===== config.mk =====
export PLATFORM = sky130hd
export DESIGN_NAME = lac_reduce
export DESIGN_NICKNAME = d
export VERILOG_FILES = /design/src/lac_pkg.sv /design/src/lac_reduce.sv
export SDC_FILE = /design/constraint.sdc
export NUM_CORES = 1
export LEC_CHECK = 0
export BUFFER_PORTS_ARGS = -buffer_cell sky130_fd_sc_hd__buf_2
export CAP_MARGIN = 20
export CORE_MARGIN = 2
export CORE_UTILIZATION = 30
export DETAILED_ROUTE_END_ITERATION = 10
export GPL_TIMING_DRIVEN = 1
export PLACE_DENSITY_LB_ADDON = 0.12
export SLEW_MARGIN = 20
export SYNTH_ARGS = -nofsm -noshare
export SYNTH_HDL_FRONTEND = slang
export SYNTH_SLANG_ARGS = --single-unit

===== constraint.sdc =====
create_clock -name clock -period 3.1 [get_ports clock]
set_clock_uncertainty 0.05 [all_clocks]
set_input_delay 0.31 -clock clock [delete_from_list [all_inputs] [get_ports clock]]
set_output_delay 0.31 -clock clock [all_outputs]
set_load 0.005 [all_outputs]

===== src/lac_pkg.sv =====
`timescale 1ns / 1ps
// ----------------------------------------------------------------------------
// lac_pkg
// Shared constants, types and the arctangent table for the local azimuth
// pipeline.
// ----------------------------------------------------------------------------
package lac_pkg;

   // defaults for the top-level parameters
   localparam int COORD_WIDTH_DEF = 32;
   localparam int ANGLE_FRAC_DEF  = 16;

   // fixed arithmetic of the datapath
   localparam int RED_BITS     = 21;             // width of a reduced component
   localparam int ACC_FRAC     = 24;             // fraction bits of the angle accumulator
   localparam int CORDIC_STEPS = 28;
   localparam int NORM_TOP     = 40;             // normalised magnitude lies below 2^NORM_TOP
   localparam int SQRT_STAGES  = RED_BITS;       // one root bit per stage
   localparam int XY_W         = NORM_TOP + 6;   // CORDIC x/y width
   localparam int Z_W          = 34;             // CORDIC angle width
   localparam int WIDE_W       = 64;             // width of the unscaled operands

   // register count from request to finished result
   localparam int PIPE_LAT = 3 + SQRT_STAGES + 5 + CORDIC_STEPS + 1;

   localparam logic signed [Z_W-1:0] Z_FULL = Z_W'(64'd360 << ACC_FRAC);
   localparam logic signed [Z_W-1:0] Z_HALF = Z_W'(64'd180 << ACC_FRAC);

   typedef struct packed {
      logic signed [RED_BITS-1:0] x;
      logic signed [RED_BITS-1:0] y;
      logic signed [RED_BITS-1:0] z;
   } red_vec_type;

   typedef struct packed {
      logic bad;    // no east vector
      logic zero;   // projection vanishes
   } lane_flags_type;

   // atan(2^-i) in units of 2^-24 degree
   function automatic logic signed [Z_W-1:0] atan_deg(input int idx);
      logic signed [Z_W-1:0] v;
      case (idx)
         0:  v = Z_W'(754974720);
         1:  v = Z_W'(445687602);
         2:  v = Z_W'(235489088);
         3:  v = Z_W'(119537938);
         4:  v = Z_W'(60000934);
         5:  v = Z_W'(30029717);
         6:  v = Z_W'(15018523);
         7:  v = Z_W'(7509720);
         8:  v = Z_W'(3754917);
         9:  v = Z_W'(1877466);
         10: v = Z_W'(938734);
         11: v = Z_W'(469367);
         12: v = Z_W'(234684);
         13: v = Z_W'(117342);
         14: v = Z_W'(58671);
         15: v = Z_W'(29335);
         16: v = Z_W'(14668);
         17: v = Z_W'(7334);
         18: v = Z_W'(3667);
         19: v = Z_W'(1833);
         20: v = Z_W'(917);
         21: v = Z_W'(458);
         22: v = Z_W'(229);
         23: v = Z_W'(115);
         24: v = Z_W'(57);
         25: v = Z_W'(29);
         26: v = Z_W'(14);
         27: v = Z_W'(7);
         default: v = '0;
      endcase
      return v;
   endfunction

endpackage


===== src/lac_reduce.sv =====
`timescale 1ns / 1ps
// ----------------------------------------------------------------------------
// lac_reduce
// Scales one vector down by a common floor shift so that every component
// fits the reduced width, and registers the result.
// ----------------------------------------------------------------------------
module lac_reduce #(
   parameter int COORD_WIDTH = lac_pkg::COORD_WIDTH_DEF
) (
   input  logic                    clock,
   input  logic                    ce,
   input  logic [COORD_WIDTH-1:0]  vx,
   input  logic [COORD_WIDTH-1:0]  vy,
   input  logic [COORD_WIDTH-1:0]  vz,
   output lac_pkg::red_vec_type    vec_ff
);

   localparam int EXT_W = (COORD_WIDTH > lac_pkg::RED_BITS) ? COORD_WIDTH : lac_pkg::RED_BITS;
   localparam int SH_W  = $clog2(EXT_W);

   logic signed [EXT_W-1:0] ex, ey, ez;
   logic        [EXT_W-2:0] diff;
   logic        [SH_W-1:0]  sh;
   lac_pkg::red_vec_type    vec_in;

   assign ex = EXT_W'(signed'(vx));
   assign ey = EXT_W'(signed'(vy));
   assign ez = EXT_W'(signed'(vz));

   // mark every place where a bit differs from the one above it
   assign diff = (ex[EXT_W-1:1] ^ ex[EXT_W-2:0]) | (ey[EXT_W-1:1] ^ ey[EXT_W-2:0])
               | (ez[EXT_W-1:1] ^ ez[EXT_W-2:0]);

   // take the shift from the highest significant bit of the three
   always_comb begin
      sh = '0;
      for (int j = lac_pkg::RED_BITS - 1; j < EXT_W - 1; j++) begin
         if (diff[j]) begin
            sh = SH_W'(j - (lac_pkg::RED_BITS - 2));
         end
      end
      vec_in.x = lac_pkg::RED_BITS'(ex >>> sh);
      vec_in.y = lac_pkg::RED_BITS'(ey >>> sh);
      vec_in.z = lac_pkg::RED_BITS'(ez >>> sh);
   end

   always_ff @(posedge clock) begin
      if (ce) begin
         vec_ff <= vec_in;
      end
   end

endmodule


### Word level (Yosys, flattened, before mapping)

Cells that the tools add are included.
W data, S select, Z words.

* input port bits: 98
* output and inout bits: 63
* register bits: 63

* shift operators: 3
* bitwise logic cells: 5
* muxes and demuxes: 11

Operators by type and width (number)
* $sshr A32 B5 Y21: 3
* $xor A31 B31 Y31: 3
* $or A31 B31 Y31: 2
* $mux W5: 10
* $mux W1: 1

### Longest topological paths before layout

Gate-level depths: netlist of the first run.

* depth after elaboration: 15
* mapped depth: 13

### Worst setup path before layout of the first run

OpenSTA, ideal clock, no wires.

* kind: in2reg
* from: input port vy[24]
* to: register vec_ff[7] in the netlist's numbering (data pin)
* required time: 2.780 ns
* stages on the path: 12
* buffers on the path: 3
* arrival: 2.490 ns
* path slack: 0.290 ns
* cell sequence: buf_2 > xnor2_1 > nand3_1 > a211o_1 > a2111o_1 > o31a_1 > buf_6 > buf_6 > o22ai_2 > a31oi_1 > a211oi_1 > a21oi_1

RTL lines
* start: declaration: line lac_reduce.sv:13 `input logic [COORD_WIDTH-1:0] vy,`
* end signal: assignment: line lac_reduce.sv:49 `vec_ff <= vec_in;`
* end: declaration: line lac_reduce.sv:15 `output lac_pkg::red_vec_type vec_ff`

==> results of run 1 <==
[how the worst max path moves through the flow]
stage	start	end
detailed placement	vz[22]	vec_ff[39]$_DFFE_PP_
floorplan	vy[24]	vec_ff[7]$_DFFE_PP_
CTS	vz[22]	vec_ff[39]$_DFFE_PP_
global route	vz[26]	vec_ff[39]$_DFFE_PP_
global placement	vz[22]	vec_ff[39]$_DFFE_PP_
finish	vz[22]	vec_ff[39]$_DFFE_PP_
[where the power goes]
group | switching, uW | internal (uW)
Combinational | 642 | 424
Clock | 346 | 536
Sequential | 27.9 | 1050
Total | 1020 | 2010
[worst max-delay path: stages]
cell,delay [ns]
buf_2,0.15
xor2_1,0.17
nor3_1,0.28
a21boi_1,0.20
buf_4,0.14
o22a_1,0.21
nand2_4,0.18
buf_4,0.26
o31ai_1,0.24
a211oi_1,0.09
buf_4,0.17
a221o_1,0.36
[cells in the final DEF, fill, tap and decap left out, drive strengths merged, types with 3 or more instances in the layout]
cell type,n
buf,226
nand2,145
edfxtp,63
o22ai,50
nand3,44
o21ai,43
a31oi,30
o211ai,30
xnor2,27
o221ai,24
mux2i,23
inv,21
a21oi,21
a31o,21
o22a,20
nor2,19
nor3,16
clkbuf,12
a211o,11
mux2,11
o31ai,10
a211oi,10
and3,8
xor2,6
nor4,6
nand2b,5
nand3b,4
o31a,3
o211a,3
clkinv,3
a21boi,3
a21o,3
[routing by layer]
metal	global-route usage [%]	share of wire, %
met1	30.18	40
met2	41.68	49
met3	3.609	6.3
met4	13.29	5.6
met5	0	0
[cells by family after synthesis]
| family | count (synthesis) | synth area share, % |
|---|---|---|
| compound gates | 297 | 33.74 |
| simple gates | 254 | 17.72 |
| buf+inv | 114 | 8.063 |
| flops | 63 | 30.03 |
| mux | 34 | 5.621 |
| xor+xnor | 33 | 4.826 |
[area by class of cell]
type	instances	area (um2)	area share [%]
multi-input cells	618	3925	49.48
flip-flops and latches	63	1892	23.85
repair buffers	226	1434	18.08
well taps	275	344.1	4.338
clock buffers	12	236.5	2.981
inverters	21	78.83	0.9937
clock inverters	4	22.52	0.2839
[through the flow]
stage / util (%) / hold WS [ns] / worst slack (ns)
global placement: 36.85 / 0.4729 / 0.01706
floorplan: - / 0.3725 / 0.2899
finish: 38.10 / 0.1318 / 0.3460
detailed placement: 36.85 / 0.4770 / 0.04463
global route: 38.10 / 0.1307 / 0.1583
CTS: 38.10 / 0.1202 / 0.3761
==> out/metrics.cfg, run 1 <==
[run_status]
status=finished clean

[critical_path]
cp-end-kind=flip-flop
worstSetupPathType=input port to flip-flop
cp-start-kind=input port
cp_data_arrival_time_ns=2.77
crit_required_ns=3.11
cp_max_fo=17

[placed_design]
gp_routability_congestion=0.9137
hpwl_mm=21.05
port_buffers=160
postPlaceCellArea_um2=7674
placed_cells=1203

[die]
die_h_um=148.9
die_x_um=148.9
pin_count=161
start_util_pct=30.25
die_area_um2=22170
core_area_um2=20820
row_count=53

[worst_hold_path]
hold_path_end=vec_ff[41]$_DFFE_PP_
worstHoldPathType=input port to flip-flop
hold_path_depth=1
hp-start=vy[31]

[logic_synthesis]
synth_ff_type=edfxtp_1
ys_warn_count=0
yosysTopAreaCell=edfxtp_1
synth_top_cell_area_share_pct=30.03
synthTopCellsByArea=edfxtp_1 30%, nand2_1 8.6%, o22ai_1 4.8%
synth_most_common_cell=nand2_1
syn-cell-area_um2=6300
synthCells=795
yosysSeqAreaShare_pct=30.03
async_flop_share_pct=0
avgSynthCellArea_um2=7.924
synthesis.nets=893
synth-edff-count=63
synth_top_cells_by_count=144 x nand2_1, 63 x edfxtp_1, 48 x o22ai_1, 47 x clkbuf_1, 44 x nand3_1
synth.distinct_cells=61
synth-seq-cells=63

[cts]
cts-buffers-inserted=9
hold_buffers=0
cts_tree=built
cts_max_level=3
clockRootBuffer=clkbuf_16
clock_path_buffers=2
cts_setup_buffers=0
clkTransAtPathRegs_ns=0.05
cts_sinks=63
cts-resized-gates=0

[timing]
finalMaxSlewViolations=0
post-route-min-period_ns=2.754
max_freq_mhz=363.1
tns_ns=0
finalSetupViolations=0
slew_headroom_pct=36.04
hold_violations=0
period_share_pct=88.84
worst_slew_pin_slew_ns=0.9559
rsz0062_at_grt=no

[layout]
drive_above_1_share_pct=29.77
top_regs=vec_ff x63
area_growth_pct=25.92
final_nets=1037
largest_register_ffs=63
finish.instance_area_um2=7933
top_register=vec_ff
fillers=2230
n_antenna_cell=0
stdcell_count=1219

[power]
vdd_drop_max_v=0.0002168
power_uw=3029
powerDensity_nw_per_um2=381.8
p_leak_uw=0.003139

[drt]
via_per_inst=5.838
drtIter0Drc=764
drt_drc_violations_left=0
drt-total-wl_mm=27.69
vias=7117
first_pass_iters=5
drt-wirelength-per-cell_um=22.71
ant_nets=0

[global_route]
grt_use_total_pct=24.62
grt_overflow=0
grt_max_degree=41
antenna_found_initial=0
grt_pass1_vias=6908
grt_pass1_wl_mm=41.41

[run]
maxCapViolations=0

(Power assumes the default switching activity.)
==> run 2: changes to the inputs <==
--- a/config.mk
+++ b/config.mk
@@ -7,6 +7,7 @@
 export LEC_CHECK = 0
 export BUFFER_PORTS_ARGS = -buffer_cell sky130_fd_sc_hd__buf_2
 export CAP_MARGIN = 20
+export CORE_ASPECT_RATIO = 1.5
 export CORE_MARGIN = 2
 export CORE_UTILIZATION = 30
 export DETAILED_ROUTE_END_ITERATION = 10
==> out/metrics.cfg, run 2 (same netlist as run 1, synthesis figures left out) <==
[timing]
max_freq_mhz=340.4
period_share_pct=94.77
hold_violations=0
tns_ns=0
setup_slack_ns=0.1622
post-route-min-period_ns=2.938
rsz0062_at_grt=no
worst_slew_pin_slew_ns=0.7396
finalMaxSlewViolations=0
fin_hold_ws_ns=0.1267
slew_headroom_pct=50.39
finalSetupViolations=0

[cts]
cts_tree=built
hold_buffers=0
cts_setup_buffers=0
cts_sinks=63
clkTransAtPathRegs_ns=0.06
clockRootBuffer=clkbuf_16
cts_max_level=3
cts-buffers-inserted=9
cts-resized-gates=0
clock_path_buffers=2

[layout]
top_register=vec_ff
drive_above_1_share_pct=31.18
largest_register_ffs=63
seqCellArea_um2=1892
stdcell_count=1223
final_common_cell=buf_2
finish.instance_area_um2=8051
n_antenna_cell=0
multi_input_area_um2=3921
area_growth_pct=27.81
top_regs=vec_ff x63
final_nets=1053
fillers=2225
final_cell_mix=160 x buf_2, 144 x nand2_1, 72 x buf_4

[run]
maxCapViolations=0

[die]
core_area_um2=20500
die_x_um=122.3
die_h_um=181.5
pin_count=161
die_area_um2=22200
row_count=64
start_util_pct=30.73

[drt]
via_per_inst=5.907
drt-wirelength-per-cell_um=22.16
drt_drc_violations_left=0
drt-total-wl_mm=27.10
drtIter0Drc=717
ant_nets=0
vias=7224
first_pass_iters=6

[placed_design]
port_buffers=160
pre_cts_slack_ns=-0.1484
gp_routability_congestion=0.9467
postPlaceCellArea_um2=7762
placed_cells=1208
hpwl_mm=21.02

[power]
switchingPower_uw=1023
p_comb_share_pct=34.4
p_seq_share_pct=34.5
swShare_pct=32.67
power_frac_clock_pct=31.1
p_leak_uw=0.003224
internal_power_uw=2109
powerDensity_nw_per_um2=389.1
vdd_drop_max_v=0.0001867

[global_route]
grt_overflow=0
grt_max_degree=42
grt_pass1_vias=6714
grt_pass1_wl_mm=40.63
grt_use_total_pct=24.04
antenna_found_initial=0

[critical_path]
worstSetupPathType=input port to flip-flop
slowest_delay_ns=0.34
crit_required_ns=3.15
crit_path_frequent_cell=buf_4
cp_cell_sequence=buf_2, xor2_1, nor3_1, a21boi_1, buf_4, o22a_1, nand2_2, buf_12, buf_4, mux2i_1, a211o_1, o211a_1, a21oi_1
cp-start-kind=input port
cp_max_fo=33
cp_slowest_cell=a21oi_1
cp_data_arrival_time_ns=2.99
cp-end-kind=flip-flop

[worst_hold_path]
hold_path_depth=1
worstHoldPathType=input port to flip-flop

[run_status]
status=finished clean

==> run 2: worst paths after layout <==
| check | from | end |
|---|---|---|
| max | vx[22] | vec_ff[26]$_DFFE_PP_ |
| min | vy[31] | vec_ff[41]$_DFFE_PP_ |
==> run 2: power by group through the flow <==
| stage | combinational (uW) | sequential [uW] | clock (uW) |
|---|---|---|---|
| 6_report | 1080 | 1080 | 975 |
| 4_1_cts | 1070 | 1080 | 991 |
| 2_1_floorplan | 551 | 1100 | 0 |
| 5_1_grt | 1170 | 1090 | 1030 |
| 3_3_place_gp | 1070 | 1100 | 0 |
| 3_5_place_dp | 1060 | 1100 | 0 |
==> run 2: layout make-up <==
class,instances,share of cell area [%]
Clock buffer,9,2.797
Clock inverter,6,0.7770
Inverter,21,0.9790
Multi-Input combinational cell,618,48.70
Sequential cell,63,23.50
Tap cell,264,4.103
Timing Repair Buffer,242,19.15
==> run 2: worst max-delay path, delay by kind of cell <==
kind / cells / cell delay [ns]
AO/OA/AOI/OAI: 5 / 1.29
buffers and inverters: 4 / 0.70
AND/OR/NAND/NOR: 2 / 0.34
XOR/XNOR: 1 / 0.17
multiplexers: 1 / 0.14
==> run 2: stage by stage <==
step,total power [uW],utilization (%)
finish,3133,39.28
global route,3289,39.28
CTS,3141,39.27
detailed placement,2163,37.87
global placement,2168,37.87
floorplan,1655,-
==> run 2: layer usage <==
metal,vias to the layer above,GRT usage (%),wire [um]
li1,3354,-,-
met1,3455,33.35,11470
met2,371,38.38,12820
met3,44,2.921,2078
met4,0,8.046,726
met5,-,0,0
==> run 3: changes to the inputs <==
--- a/config.mk
+++ b/config.mk
@@ -5,7 +5,7 @@
 export SDC_FILE = /design/constraint.sdc
 export NUM_CORES = 1
 export LEC_CHECK = 0
-export BUFFER_PORTS_ARGS = -buffer_cell sky130_fd_sc_hd__buf_2
+export BUFFER_PORTS_ARGS = -buffer_cell sky130_fd_sc_hd__buf_4
 export CAP_MARGIN = 20
 export CORE_ASPECT_RATIO = 1.5
 export CORE_MARGIN = 2
==> out/metrics.cfg, run 3 (same netlist as run 1, synthesis figures left out) <==
[drt]
ant_nets=0
drt-wirelength-per-cell_um=22.40
drtIter0Drc=606
vias=7227
drt-total-wl_mm=27.55
first_pass_iters=5
via_per_inst=5.876
drt_drc_violations_left=0

[cts]
cts_setup_buffers=0
cts_max_level=3
cts-resized-gates=0
cts_sinks=63
clockRootBuffer=clkbuf_16
clock_path_buffers=2
cts-buffers-inserted=9
hold_buffers=0
cts_tree=built
clkTransAtPathRegs_ns=0.06

[die]
pin_count=161
die_area_um2=22200
row_count=64
die_h_um=181.5
start_util_pct=30.73
die_x_um=122.3
core_area_um2=20500

[critical_path]
cp_data_arrival_time_ns=2.89
cp-end-kind=flip-flop
cp-start-kind=input port
cp_max_fo=15
worstSetupPathType=input port to flip-flop
crit_required_ns=3.09

[layout]
final_nets=1059
multi_input_area_um2=3916
top_regs=vec_ff x63
stdcell_count=1230
largest_register_ffs=63
finish.instance_area_um2=8477
final_common_cell=buf_4
top_register=vec_ff
n_antenna_cell=0
fillers=2196
drive_above_1_share_pct=31.57
final_cell_mix=242 x buf_4, 144 x nand2_1, 63 x edfxtp_1
seqCellArea_um2=1892
area_growth_pct=34.56

[global_route]
grt_pass1_wl_mm=41.52
antenna_found_initial=0
grt_overflow=0
grt_max_degree=64
grt_use_total_pct=24.47
grt_pass1_vias=6841

[timing]
setup_slack_ns=0.2004
tns_ns=0
rsz0062_at_grt=no
finalMaxSlewViolations=0
max_freq_mhz=344.9
worst_slew_pin_slew_ns=0.9706
hold_violations=0
post-route-min-period_ns=2.900
slew_headroom_pct=35.06
period_share_pct=93.53
finalSetupViolations=0

[placed_design]
gp_routability_congestion=0.9270
port_buffers=160
hpwl_mm=21.53
placed_cells=1214
pre_cts_slack_ns=-0.1102
postPlaceCellArea_um2=8154

[power]
p_leak_uw=0.003388
powerDensity_nw_per_um2=392.2
power_uw=3325
vdd_drop_max_v=0.0002260

[run_status]
status=finished clean

[run]
maxCapViolations=0

[worst_hold_path]
worstHoldPathType=input port to flip-flop

==> run 3: changes by cell type in the layout (fill, tap and decap cells not counted) <==
cell        change
clkinv_2        -1
clkinvlp_4      -1
a2111oi_0       +1
clkinv_4        +2
a21oi_2         -1
buf_2         -160
bufinv_16       +1
a21oi_1         +1
a2111oi_1       -1
buf_12          -4
buf_4         +170
==> run 3: worst paths after layout <==
path,from,endpoint,slack [ns],cells past startpoint
hold / removal,vx[31],vec_ff[62]$_DFFE_PP_,0.12,1
setup / recovery,vz[22],vec_ff[9]$_DFFE_PP_,0.20,12
==> run 3: per-stage QoR <==
stage	hold slack, ns	util, %
2_1_floorplan	0.3725	-
3_3_place_gp	0.4576	39.78
3_5_place_dp	0.4572	39.78
4_1_cts	0.1164	41.35
5_1_grt	0.1163	41.35
6_report	0.1239	41.35
==> run 3: final cells by class <==
cell class                      instances  share of cell area (%)
Clock buffer                            9                   2.657
Timing Repair Buffer                  248                   22.85
Tap cell                              264                   3.897
Multi-Input combinational cell        618                   46.20
Sequential cell                        63                   22.32
Inverter                               21                  0.9299
Clock inverter                          7                   1.151
==> run 3: worst max-delay path, cell delays in order <==
cell and delay, ns:
buf_4 0.13, buf_12 0.12, xor2_1 0.14, nor3_1 0.24, a21boi_1 0.34, o22a_1 0.25
nand2_2 0.11, buf_4 0.21, mux2_2 0.29, o211ai_1 0.41, o22a_1 0.21, o21ai_0 0.11
==> run 3: metal layers <==
metal | share of wire (%) | wire, um | vias to the layer above | global-route usage [%]
met4 | 2.6 | 724 | 0 | 8.000
met5 | 0 | 0 | - | 0
li1 | - | - | 3374 | -
met3 | 6.6 | 1825 | 54 | 3.046
met1 | 43 | 11880 | 3459 | 33.46
met2 | 48 | 13120 | 340 | 39.64
==> run 3: report_power, final <==
group	internal, uW	total (uW)	switching (uW)
clock network	704	1080	374
registers	1050	1090	34.3
logic	521	1160	638
